===== src/rtl/hue_step_hsv_to_rgb_unit_defines.svh =====
// Assertion macros shared by the hue step HSV to RGB unit.
// Included by the RTL files that carry assertions; no other dependencies.
`ifndef HUE_STEP_HSV_TO_RGB_UNIT_DEFINES_SVH
`define HUE_STEP_HSV_TO_RGB_UNIT_DEFINES_SVH
`ifndef ASSERT_OFF
// Checked when out of reset.
`define HSR_ASSERT(label, clk, rst, prop, msg) \
   label: assert property (@(posedge clk) disable iff (rst) prop) else $error(msg);
// Checked on every edge, reset included.
`define HSR_ASSERT_ALWAYS(label, clk, prop, msg) \
   label: assert property (@(posedge clk) prop) else $error(msg);
`else
`define HSR_ASSERT(label, clk, rst, prop, msg)
`define HSR_ASSERT_ALWAYS(label, clk, prop, msg)
`endif
`endif


===== src/rtl/hsr_pkg.sv =====
// Shared constants for the hue step HSV to RGB unit.
// Used by every stage module and the top level; depends on nothing.
`default_nettype none
package hsr_pkg;
   localparam int FRAC_BITS_DEFAULT = 16;
   localparam int INDEX_W = 16;
   localparam int CSR_INDEX_W = 2;

   // Register indexes of the configuration port.
   localparam logic [CSR_INDEX_W-1:0] REG_BASE_HUE   = 2'd0;
   localparam logic [CSR_INDEX_W-1:0] REG_SATURATION = 2'd1;
   localparam logic [CSR_INDEX_W-1:0] REG_BRIGHTNESS = 2'd2;
   localparam logic [CSR_INDEX_W-1:0] REG_HUE_STEP   = 2'd3;

   // Reset values, expressed as percent of a full scale and a Q0.32 golden ratio.
   localparam logic [63:0] RESET_HUE_PCT   = 64'd69;
   localparam logic [63:0] RESET_LEVEL_PCT = 64'd99;
   localparam logic [63:0] GOLDEN_Q32      = 64'h9E37_79B9;

   // Hue sectors of the six-sector rule.
   localparam logic [2:0] SECTOR_RED_YELLOW    = 3'd0;
   localparam logic [2:0] SECTOR_YELLOW_GREEN  = 3'd1;
   localparam logic [2:0] SECTOR_GREEN_CYAN    = 3'd2;
   localparam logic [2:0] SECTOR_CYAN_BLUE     = 3'd3;
   localparam logic [2:0] SECTOR_BLUE_MAGENTA  = 3'd4;
   localparam logic [2:0] SECTOR_MAGENTA_RED   = 3'd5;
endpackage
`default_nettype wire


===== src/rtl/hsr_hue_stage.sv =====
// First pipeline stage: hue = frac(base_hue + index * hue_step).
// Depends on hsr_pkg.
`default_nettype none
module hsr_hue_stage #(
   parameter int FRAC_BITS = hsr_pkg::FRAC_BITS_DEFAULT
) (
   input  wire logic                         clock,
   input  wire logic                         reset,
   input  wire logic                         in_valid,
   output logic                              in_ready,
   input  wire logic [hsr_pkg::INDEX_W-1:0]  color_index,
   input  wire logic [FRAC_BITS-1:0]         base_hue,
   input  wire logic [FRAC_BITS-1:0]         hue_step,
   output logic                              out_valid,
   input  wire logic                         out_ready,
   output logic [FRAC_BITS-1:0]              hue
);
   import hsr_pkg::*;

   localparam int PROD_W = INDEX_W + FRAC_BITS;

   logic                 valid_ff;
   logic [FRAC_BITS-1:0] hue_ff, hue_in;
   logic [PROD_W-1:0]    product;

   assign in_ready = !valid_ff || out_ready;

   // Only the fraction bits survive the wrap around a full turn.
   assign product = {{FRAC_BITS{1'b0}}, color_index} * {{INDEX_W{1'b0}}, hue_step};
   assign hue_in  = product[FRAC_BITS-1:0] + base_hue;

   always_ff @(posedge clock) begin
      if (reset) begin
         valid_ff <= 1'b0;
      end else if (in_ready) begin
         valid_ff <= in_valid;
      end
   end

   always_ff @(posedge clock) begin
      if (in_ready && in_valid) begin
         hue_ff <= hue_in;
      end
   end

   assign out_valid = valid_ff;
   assign hue       = hue_ff;
endmodule
`default_nettype wire


===== src/rtl/hsr_sector_stage.sv =====
// Second pipeline stage: sector and fraction of 6h, and p = v(1-s).
// Depends on hsr_pkg.
`default_nettype none
module hsr_sector_stage #(
   parameter int FRAC_BITS = hsr_pkg::FRAC_BITS_DEFAULT
) (
   input  wire logic                 clock,
   input  wire logic                 reset,
   input  wire logic                 in_valid,
   output logic                      in_ready,
   input  wire logic [FRAC_BITS-1:0] hue,
   input  wire logic [FRAC_BITS:0]   sat_level,
   input  wire logic [FRAC_BITS:0]   val_level,
   output logic                      out_valid,
   input  wire logic                 out_ready,
   output logic [2:0]                sector,
   output logic [FRAC_BITS-1:0]      frac,
   output logic [FRAC_BITS:0]        p_level
);
   import hsr_pkg::*;

   localparam logic [FRAC_BITS:0]   ONE = {1'b1, {FRAC_BITS{1'b0}}};
   localparam logic [FRAC_BITS+2:0] SIX = (FRAC_BITS+3)'(6);

   logic                     valid_ff;
   logic [2:0]               sector_ff;
   logic [FRAC_BITS-1:0]     frac_ff;
   logic [FRAC_BITS:0]       p_ff;
   logic [FRAC_BITS+2:0]     hue6;
   logic [2*FRAC_BITS+1:0]   p_prod;

   assign in_ready = !valid_ff || out_ready;
   assign hue6     = {3'b000, hue} * SIX;
   assign p_prod   = {{(FRAC_BITS+1){1'b0}}, val_level} *
                     {{(FRAC_BITS+1){1'b0}}, ONE - sat_level};

   always_ff @(posedge clock) begin
      if (reset) begin
         valid_ff <= 1'b0;
      end else if (in_ready) begin
         valid_ff <= in_valid;
      end
   end

   always_ff @(posedge clock) begin
      if (in_ready && in_valid) begin
         sector_ff <= hue6[FRAC_BITS+2:FRAC_BITS];
         frac_ff   <= hue6[FRAC_BITS-1:0];
         p_ff      <= p_prod[2*FRAC_BITS:FRAC_BITS];
      end
   end

   assign out_valid = valid_ff;
   assign sector    = sector_ff;
   assign frac      = frac_ff;
   assign p_level   = p_ff;
endmodule
`default_nettype wire


===== src/rtl/hsr_scale_stage.sv =====
// Third pipeline stage: saturation scaled by f and by (1 - f).
// Depends on hsr_pkg.
`default_nettype none
module hsr_scale_stage #(
   parameter int FRAC_BITS = hsr_pkg::FRAC_BITS_DEFAULT
) (
   input  wire logic                 clock,
   input  wire logic                 reset,
   input  wire logic                 in_valid,
   output logic                      in_ready,
   input  wire logic [2:0]           sector,
   input  wire logic [FRAC_BITS-1:0] frac,
   input  wire logic [FRAC_BITS:0]   p_level,
   input  wire logic [FRAC_BITS:0]   sat_level,
   output logic                      out_valid,
   input  wire logic                 out_ready,
   output logic [2:0]                sector_out,
   output logic [FRAC_BITS:0]        p_out,
   output logic [FRAC_BITS:0]        fs_level,
   output logic [FRAC_BITS:0]        fns_level
);
   import hsr_pkg::*;

   localparam logic [FRAC_BITS:0] ONE = {1'b1, {FRAC_BITS{1'b0}}};

   logic                   valid_ff;
   logic [2:0]             sector_ff;
   logic [FRAC_BITS:0]     p_ff, fs_ff, fns_ff;
   logic [2*FRAC_BITS+1:0] fs_prod, fns_prod;

   assign in_ready = !valid_ff || out_ready;
   assign fs_prod  = {{(FRAC_BITS+2){1'b0}}, frac} * {{(FRAC_BITS+1){1'b0}}, sat_level};
   assign fns_prod = {{(FRAC_BITS+1){1'b0}}, ONE - {1'b0, frac}} *
                     {{(FRAC_BITS+1){1'b0}}, sat_level};

   always_ff @(posedge clock) begin
      if (reset) begin
         valid_ff <= 1'b0;
      end else if (in_ready) begin
         valid_ff <= in_valid;
      end
   end

   always_ff @(posedge clock) begin
      if (in_ready && in_valid) begin
         sector_ff <= sector;
         p_ff      <= p_level;
         fs_ff     <= fs_prod[2*FRAC_BITS:FRAC_BITS];
         fns_ff    <= fns_prod[2*FRAC_BITS:FRAC_BITS];
      end
   end

   assign out_valid  = valid_ff;
   assign sector_out = sector_ff;
   assign p_out      = p_ff;
   assign fs_level   = fs_ff;
   assign fns_level  = fns_ff;
endmodule
`default_nettype wire


===== src/rtl/hsr_mix_stage.sv =====
// Last pipeline stage: q and t, sector selection, and the output register.
// Depends on hsr_pkg.
`default_nettype none
module hsr_mix_stage #(
   parameter int FRAC_BITS = hsr_pkg::FRAC_BITS_DEFAULT
) (
   input  wire logic               clock,
   input  wire logic               reset,
   input  wire logic               in_valid,
   output logic                    in_ready,
   input  wire logic [2:0]         sector,
   input  wire logic [FRAC_BITS:0] p_level,
   input  wire logic [FRAC_BITS:0] fs_level,
   input  wire logic [FRAC_BITS:0] fns_level,
   input  wire logic [FRAC_BITS:0] val_level,
   output logic                    out_valid,
   input  wire logic               out_ready,
   output logic [FRAC_BITS:0]      red,
   output logic [FRAC_BITS:0]      green,
   output logic [FRAC_BITS:0]      blue
);
   import hsr_pkg::*;

   localparam logic [FRAC_BITS:0] ONE = {1'b1, {FRAC_BITS{1'b0}}};

   logic                   valid_ff;
   logic [FRAC_BITS:0]     red_ff, green_ff, blue_ff;
   logic [FRAC_BITS:0]     red_in, green_in, blue_in;
   logic [FRAC_BITS:0]     q_level, t_level;
   logic [2*FRAC_BITS+1:0] q_prod, t_prod;

   assign in_ready = !valid_ff || out_ready;
   assign q_prod   = {{(FRAC_BITS+1){1'b0}}, val_level} *
                     {{(FRAC_BITS+1){1'b0}}, ONE - fs_level};
   assign t_prod   = {{(FRAC_BITS+1){1'b0}}, val_level} *
                     {{(FRAC_BITS+1){1'b0}}, ONE - fns_level};
   assign q_level  = q_prod[2*FRAC_BITS:FRAC_BITS];
   assign t_level  = t_prod[2*FRAC_BITS:FRAC_BITS];

   always_comb begin
      case (sector)
         SECTOR_RED_YELLOW: begin
            red_in = val_level; green_in = t_level; blue_in = p_level;
         end
         SECTOR_YELLOW_GREEN: begin
            red_in = q_level; green_in = val_level; blue_in = p_level;
         end
         SECTOR_GREEN_CYAN: begin
            red_in = p_level; green_in = val_level; blue_in = t_level;
         end
         SECTOR_CYAN_BLUE: begin
            red_in = p_level; green_in = q_level; blue_in = val_level;
         end
         SECTOR_BLUE_MAGENTA: begin
            red_in = t_level; green_in = p_level; blue_in = val_level;
         end
         SECTOR_MAGENTA_RED: begin
            red_in = val_level; green_in = p_level; blue_in = q_level;
         end
         // A sector past magenta cannot arise; it is mapped to black.
         default: begin
            red_in = '0; green_in = '0; blue_in = '0;
         end
      endcase
   end

   always_ff @(posedge clock) begin
      if (reset) begin
         valid_ff <= 1'b0;
      end else if (in_ready) begin
         valid_ff <= in_valid;
      end
   end

   always_ff @(posedge clock) begin
      if (in_ready && in_valid) begin
         red_ff   <= red_in;
         green_ff <= green_in;
         blue_ff  <= blue_in;
      end
   end

   assign out_valid = valid_ff;
   assign red       = red_ff;
   assign green     = green_ff;
   assign blue      = blue_ff;
endmodule
`default_nettype wire


===== src/rtl/hue_step_hsv_to_rgb_unit.sv =====
// Palette color generator: turns a palette index into an RGB color.
// The hue of entry n is frac(base_hue + n * hue_step); saturation and
// brightness come from registers. Colors are Q1.FRAC_BITS, full scale = 1 << FRAC_BITS.
// Input channel req_*: one color index per transaction (valid/stall).
// Output channel rsp_*: one red/green/blue transaction per index, in order.
// Configuration port csr_*: one register write per cycle with csr_write_enable;
// the user must write registers only while no transaction is in flight; the
// block does not enforce this. Throughput: one index per cycle, sustained while
// rsp_stall stays low. There is one register stage each for the hue multiply-add,
// the sector split with p, the saturation scaling, and the q/t multiply with the
// sector select that feeds the output register.
// A stalled output holds its transaction; each stage refills as soon as the one
// after it moves, so req_stall rises only once all four stages are full.
// Synchronous reset empties the pipeline and loads the register defaults:
// base hue 0.69, saturation and brightness 0.99, hue step the golden ratio conjugate.
// Depends on hsr_pkg, the four hsr stage modules and the assertion macro header.
`default_nettype none
`include "hue_step_hsv_to_rgb_unit_defines.svh"
module hue_step_hsv_to_rgb_unit #(
   parameter int FRAC_BITS = hsr_pkg::FRAC_BITS_DEFAULT
) (
   input  wire logic                            clock,
   input  wire logic                            reset,
   input  wire logic                            req_valid,
   output logic                                 req_stall,
   input  wire logic [hsr_pkg::INDEX_W-1:0]     req_color_index,
   output logic                                 rsp_valid,
   input  wire logic                            rsp_stall,
   output logic [FRAC_BITS:0]                   rsp_red,
   output logic [FRAC_BITS:0]                   rsp_green,
   output logic [FRAC_BITS:0]                   rsp_blue,
   input  wire logic                            csr_write_enable,
   input  wire logic [hsr_pkg::CSR_INDEX_W-1:0] csr_index,
   input  wire logic [FRAC_BITS:0]              csr_write_data
);
   import hsr_pkg::*;

   localparam logic [63:0] ONE_L        = 64'd1 << FRAC_BITS;
   localparam logic [63:0] RESET_HUE_L  = (RESET_HUE_PCT * ONE_L + 64'd50) / 64'd100;
   localparam logic [63:0] RESET_LVL_L  = (RESET_LEVEL_PCT * ONE_L + 64'd50) / 64'd100;
   localparam logic [63:0] RESET_STEP_L =
      (GOLDEN_Q32 + (64'd1 << (31 - FRAC_BITS))) >> (32 - FRAC_BITS);
   localparam logic [FRAC_BITS:0] ONE = {1'b1, {FRAC_BITS{1'b0}}};

   logic [FRAC_BITS-1:0] base_hue_ff, hue_step_ff;
   logic [FRAC_BITS:0]   saturation_ff, brightness_ff;
   logic [FRAC_BITS:0]   sat_level, val_level;

   logic                 s1_in_ready, s1_valid, s2_in_ready, s2_valid;
   logic                 s3_in_ready, s3_valid, s4_in_ready;
   logic [FRAC_BITS-1:0] s1_hue, s2_frac;
   logic [2:0]           s2_sector, s3_sector;
   logic [FRAC_BITS:0]   s2_p, s3_p, s3_fs, s3_fns;

   always_ff @(posedge clock) begin
      if (reset) begin
         base_hue_ff   <= RESET_HUE_L[FRAC_BITS-1:0];
         saturation_ff <= RESET_LVL_L[FRAC_BITS:0];
         brightness_ff <= RESET_LVL_L[FRAC_BITS:0];
         hue_step_ff   <= RESET_STEP_L[FRAC_BITS-1:0];
      end else if (csr_write_enable) begin
         unique case (csr_index)
            REG_BASE_HUE:   base_hue_ff   <= csr_write_data[FRAC_BITS-1:0];
            REG_SATURATION: saturation_ff <= csr_write_data;
            REG_BRIGHTNESS: brightness_ff <= csr_write_data;
            REG_HUE_STEP:   hue_step_ff   <= csr_write_data[FRAC_BITS-1:0];
            default: ;
         endcase
      end
   end

   // Levels written above full scale count as exactly full scale.
   assign sat_level = (saturation_ff > ONE) ? ONE : saturation_ff;
   assign val_level = (brightness_ff > ONE) ? ONE : brightness_ff;

   hsr_hue_stage #(.FRAC_BITS(FRAC_BITS)) u_hue (
      .clock       (clock),
      .reset       (reset),
      .in_valid    (req_valid),
      .in_ready    (s1_in_ready),
      .color_index (req_color_index),
      .base_hue    (base_hue_ff),
      .hue_step    (hue_step_ff),
      .out_valid   (s1_valid),
      .out_ready   (s2_in_ready),
      .hue         (s1_hue)
   );

   hsr_sector_stage #(.FRAC_BITS(FRAC_BITS)) u_sector (
      .clock     (clock),
      .reset     (reset),
      .in_valid  (s1_valid),
      .in_ready  (s2_in_ready),
      .hue       (s1_hue),
      .sat_level (sat_level),
      .val_level (val_level),
      .out_valid (s2_valid),
      .out_ready (s3_in_ready),
      .sector    (s2_sector),
      .frac      (s2_frac),
      .p_level   (s2_p)
   );

   hsr_scale_stage #(.FRAC_BITS(FRAC_BITS)) u_scale (
      .clock      (clock),
      .reset      (reset),
      .in_valid   (s2_valid),
      .in_ready   (s3_in_ready),
      .sector     (s2_sector),
      .frac       (s2_frac),
      .p_level    (s2_p),
      .sat_level  (sat_level),
      .out_valid  (s3_valid),
      .out_ready  (s4_in_ready),
      .sector_out (s3_sector),
      .p_out      (s3_p),
      .fs_level   (s3_fs),
      .fns_level  (s3_fns)
   );

   hsr_mix_stage #(.FRAC_BITS(FRAC_BITS)) u_mix (
      .clock     (clock),
      .reset     (reset),
      .in_valid  (s3_valid),
      .in_ready  (s4_in_ready),
      .sector    (s3_sector),
      .p_level   (s3_p),
      .fs_level  (s3_fs),
      .fns_level (s3_fns),
      .val_level (val_level),
      .out_valid (rsp_valid),
      .out_ready (!rsp_stall),
      .red       (rsp_red),
      .green     (rsp_green),
      .blue      (rsp_blue)
   );

   assign req_stall = !s1_in_ready;

   `HSR_ASSERT_ALWAYS(a_reset_empties, clock, reset |=> !rsp_valid, "output valid after reset")
   `HSR_ASSERT(a_stall_needs_backpressure, clock, reset, req_stall |-> rsp_stall,
      "input stalled while the output side is taking transactions")
   `HSR_ASSERT(a_colors_in_range, clock, reset,
      rsp_valid |-> (rsp_red <= ONE) && (rsp_green <= ONE) && (rsp_blue <= ONE),
      "color component above full scale")
endmodule
`default_nettype wire


===== config.mk =====
export PLATFORM = sky130hd
export DESIGN_NAME = hue_step_hsv_to_rgb_unit
export DESIGN_NICKNAME = d
export VERILOG_FILES = /design/src/rtl/hsr_pkg.sv /design/src/rtl/hsr_hue_stage.sv /design/src/rtl/hsr_sector_stage.sv /design/src/rtl/hsr_scale_stage.sv /design/src/rtl/hsr_mix_stage.sv /design/src/rtl/hue_step_hsv_to_rgb_unit.sv
export VERILOG_INCLUDE_DIRS = /design/src /design/src/rtl
export SDC_FILE = /design/constraint.sdc
export NUM_CORES = 2
export LEC_CHECK = 0
export BUFFER_PORTS_ARGS = -buffer_cell sky130_fd_sc_hd__buf_2
export CAP_MARGIN = 30
export CORE_MARGIN = 3
export CORE_UTILIZATION = 30
export CTS_CLUSTER_DIAMETER = 80
export DETAILED_ROUTE_END_ITERATION = 10
export PLACE_DENSITY = 0.43
export SETUP_SLACK_MARGIN = 0.5
export SLEW_MARGIN = 20
export SYNTH_ARGS = -nofsm -noshare
export SYNTH_HDL_FRONTEND = slang
export SYNTH_SLANG_ARGS = --single-unit
export TNS_END_PERCENT = 1

===== constraint.sdc =====
create_clock -name clock -period 10.8 [get_ports clock]
set_input_delay 1.08 -clock clock [delete_from_list [all_inputs] [get_ports clock]]
set_output_delay 1.08 -clock clock [all_outputs]
set_load 0.01 [all_outputs]

==> results.json <==
{
  "syn2layout_area_growth_pct": 8.498,
  "yosys_most_used_dff": "edfxtp_1",
  "yosysSeqAreaShare_pct": 10.60,
  "wirelength_um": 182700,
  "fmaxAchievable_ghz": 0.1036,
  "ctsHtreeMaxLevel": 1,
  "finalCritPeriodShare_pct": 89.39,
  "grtUsageTotal_pct": 18.89,
  "finalInstanceArea_um2": 62300,
  "dp.cells": 9010,
  "die_area_um2": 196700,
  "endpoint_kind": "flip-flop",
  "ioPinCount": 93,
  "drive_above_1_share_pct": 5.734,
  "drtIter0Drc": 2380,
  "grt_max_degree": 71,
  "worst_pin_slew_ns": 0.9945,
  "clock_path_buffers": 3,
  "n_antenna_cell": 0,
  "grt_pass1_wl_um": 285900,
  "slew_violations": 0,
  "hold_viol": 0,
  "syn_inst": 6577,
  "hold_buffers": 0,
  "drtAntennaViolNets": 0,
  "avgSynthCellArea_um2": 8.731,
  "fp-row-count": 159,
  "route.detailed.drc": 0,
  "arrival_ns": 10.04,
  "clkLatencyLatePin_ns": 0.65,
  "dp_hpwl_um": 145500,
  "routed_via_density": 4.709,
  "slowest_stage": "a2111oi_0",
  "synth-edff-count": 156,
  "setup_tns_ns": 0,
  "rsz0062_at_grt": "true",
  "path_clk_slew_ns": 0.06,
  "hp-class": "reg -> reg",
  "grt_pass1_vias": 46310,
  "antenna_found_initial": 3,
  "cap_violations": 0,
  "path_buf_inv": 4,
  "crit_type": "reg -> reg",
  "status": "finished, final reports clean",
  "dr.pass1.iters": 5,
  "syn-num-nets": 8346,
  "start_util_pct": 30.38,
  "cts_buffers": 30,
  "wire_per_inst_um": 20.14,
  "fin_cells": 9070,
  "gp_congestion": 0.8451,
  "synth_area_um2": 57430,
  "ys.warnings.count": 0,
  "io_buffers": 92,
  "slowest_delay_ns": 0.54,
  "fin_util_pct": 32.97,
  "critical_path_required_ns": 11.19,
  "ys_async_sr_fraction_pct": 0,
  "die_w_um": 443.5,
  "grt.overflow.total": 0,
  "fin_crit_ns": 9.654,
  "fin_skew_ns": 0.02285,
  "core_um2": 189000,
  "die_y_um": 443.5,
  "slew_headroom_pct": 33.22,
  "final-setup-viol-count": 0,
  "path_delay_family": "adder cells",
  "vias": 42710,
  "synth-seq-cells": 226,
  "clock_sinks": 226,
  "placed_area_um2": 61260,
  "nNetsFinal": 8320,
  "synth_cell_type_count": 76,
  "worst_path_most_repeated_cell": "fa_1",
  "path_max_fanout": 11,
  "cts_tree": "yes",
  "startpoint_type": "flip-flop",
  "cts_root_buf": "clkbuf_16"
}
-- logic make-up (layout without fill, tap and decap cells) --
| logic type | count (synthesis) | after routing | share of synthesized area [%] |
|---|---|---|---|
| compound gates | 429 | 429 | 4.761 |
| xor+xnor | 230 | 230 | 3.547 |
| fa+ha+maj | 1729 | 1729 | 52.78 |
| buf+inv | 1782 | 1780 | 11.66 |
| flops | 226 | 226 | 10.60 |
| mux | 8 | 8 | 0.1438 |
| simple gates | 2173 | 2173 | 16.51 |
-- cells in the mapped netlist (8+ instances only) --
master | n | area, um^2
a211oi_1 | 12 | 90.09
a21boi_0 | 10 | 75.07
a21o_1 | 28 | 210.2
a21oi_1 | 157 | 785.8
a22oi_1 | 9 | 67.56
a31oi_1 | 15 | 93.84
and2_1 | 230 | 1439
and3_1 | 17 | 106.4
buf_1 | 20 | 75.07
clkbuf_1 | 286 | 1074
dfxtp_1 | 70 | 1401
edfxtp_1 | 156 | 4684
fa_1 | 1156 | 23140
ha_1 | 573 | 7169
inv_1 | 1471 | 5522
nand2_1 | 1184 | 4444
nand2b_1 | 32 | 200.2
nand3_1 | 31 | 155.2
nand3b_1 | 38 | 285.3
nor2_1 | 466 | 1749
nor2b_1 | 49 | 306.5
nor3_1 | 45 | 225.2
nor4_1 | 16 | 100.1
o211ai_1 | 16 | 120.1
o21a_1 | 22 | 165.2
o21ai_0 | 72 | 360.4
o22ai_1 | 8 | 50.05
o31ai_1 | 8 | 60.06
or2_2 | 13 | 81.33
or3_1 | 20 | 125.1
xnor2_1 | 156 | 1366
xor2_1 | 71 | 621.9
-- final timing paths --
| path | slack [ns] | cells past startpoint | from | endpoint |
|---|---|---|---|---|
| max reg2reg | 1.15 | 30 | saturation_ff[2] | u_sector.p_level[16] |
| min | 0.42 | 0 | u_sector.p_level[10] | u_scale.p_out[10] |
| max | 1.15 | 30 | saturation_ff[2] | u_sector.p_level[16] |
| min reg2reg | 0.42 | 0 | u_sector.p_level[10] | u_scale.p_out[10] |
-- state kept, by name (all words and copies together) (netlist names) --
name,cells
base_hue_ff,16
u_sector.sector,3
u_sector.frac,15
u_mix.out_valid,1
u_sector.out_valid,1
u_mix.blue,17
hue_step_ff,16
u_hue.hue,16
u_sector.p_level,17
saturation_ff,17
brightness_ff,17
u_mix.red,17
u_hue.out_valid,1
u_scale.out_valid,1
u_scale.fs_level,17
u_scale.fns_level,17
u_scale.sector_out,3
u_scale.p_out,17
u_mix.green,17
-- area by class of cell --
cell class | instances | area, um^2
clock buffer | 33 | 762.0
timing repair buffer | 252 | 1735
clock inverter | 23 | 240.2
fill | 20060 | 126700
inverter | 1472 | 5525
sequential | 226 | 6088
tap | 2495 | 3122
multi-input combinational | 4569 | 44830
-- per-layer routing --
layer	vias to the layer above	share of wire, %	GRT usage [%]
met4	2	1.4	2.391
li1	19600	-	-
met5	-	0.0038	0
met1	22110	47	26.86
met2	863	47	31.64
met3	138	4.4	2.173
-- through the flow --
| step | setup WS (ns) | hold slack [ns] |
|---|---|---|
| CTS | 0.8555 | 0.4193 |
| detailed placement | 0.9080 | 0.4045 |
| floorplan | 2.576 | 0.4003 |
| global placement | 0.7814 | 0.4026 |
| global route | 0.4408 | 0.4243 |
| finish | 1.146 | 0.4169 |
-- layout by cell type, fill, tap and decap left out, types with 149 or more instances in the layout --
cell type | Yosys | layout
fa_1 | 1156 | 1156
edfxtp_1 | 156 | 156
nand2_1 | 1184 | 1184
buf_4 | 0 | 149
and2_1 | 230 | 223
a21oi_1 | 157 | 157
inv_1 | 1471 | 1471
ha_1 | 573 | 573
xnor2_1 | 156 | 150
nor2_1 | 466 | 465
-- repair_timing --
item / in CTS / in global routing
endpoints found under the setup margin: 0 / 7
buffers inserted: 0 / 0
resized for setup: 0 / 2
Power is not shown: default switching activity piles up to over one toggle a cycle in this logic, so the estimate is an artifact.
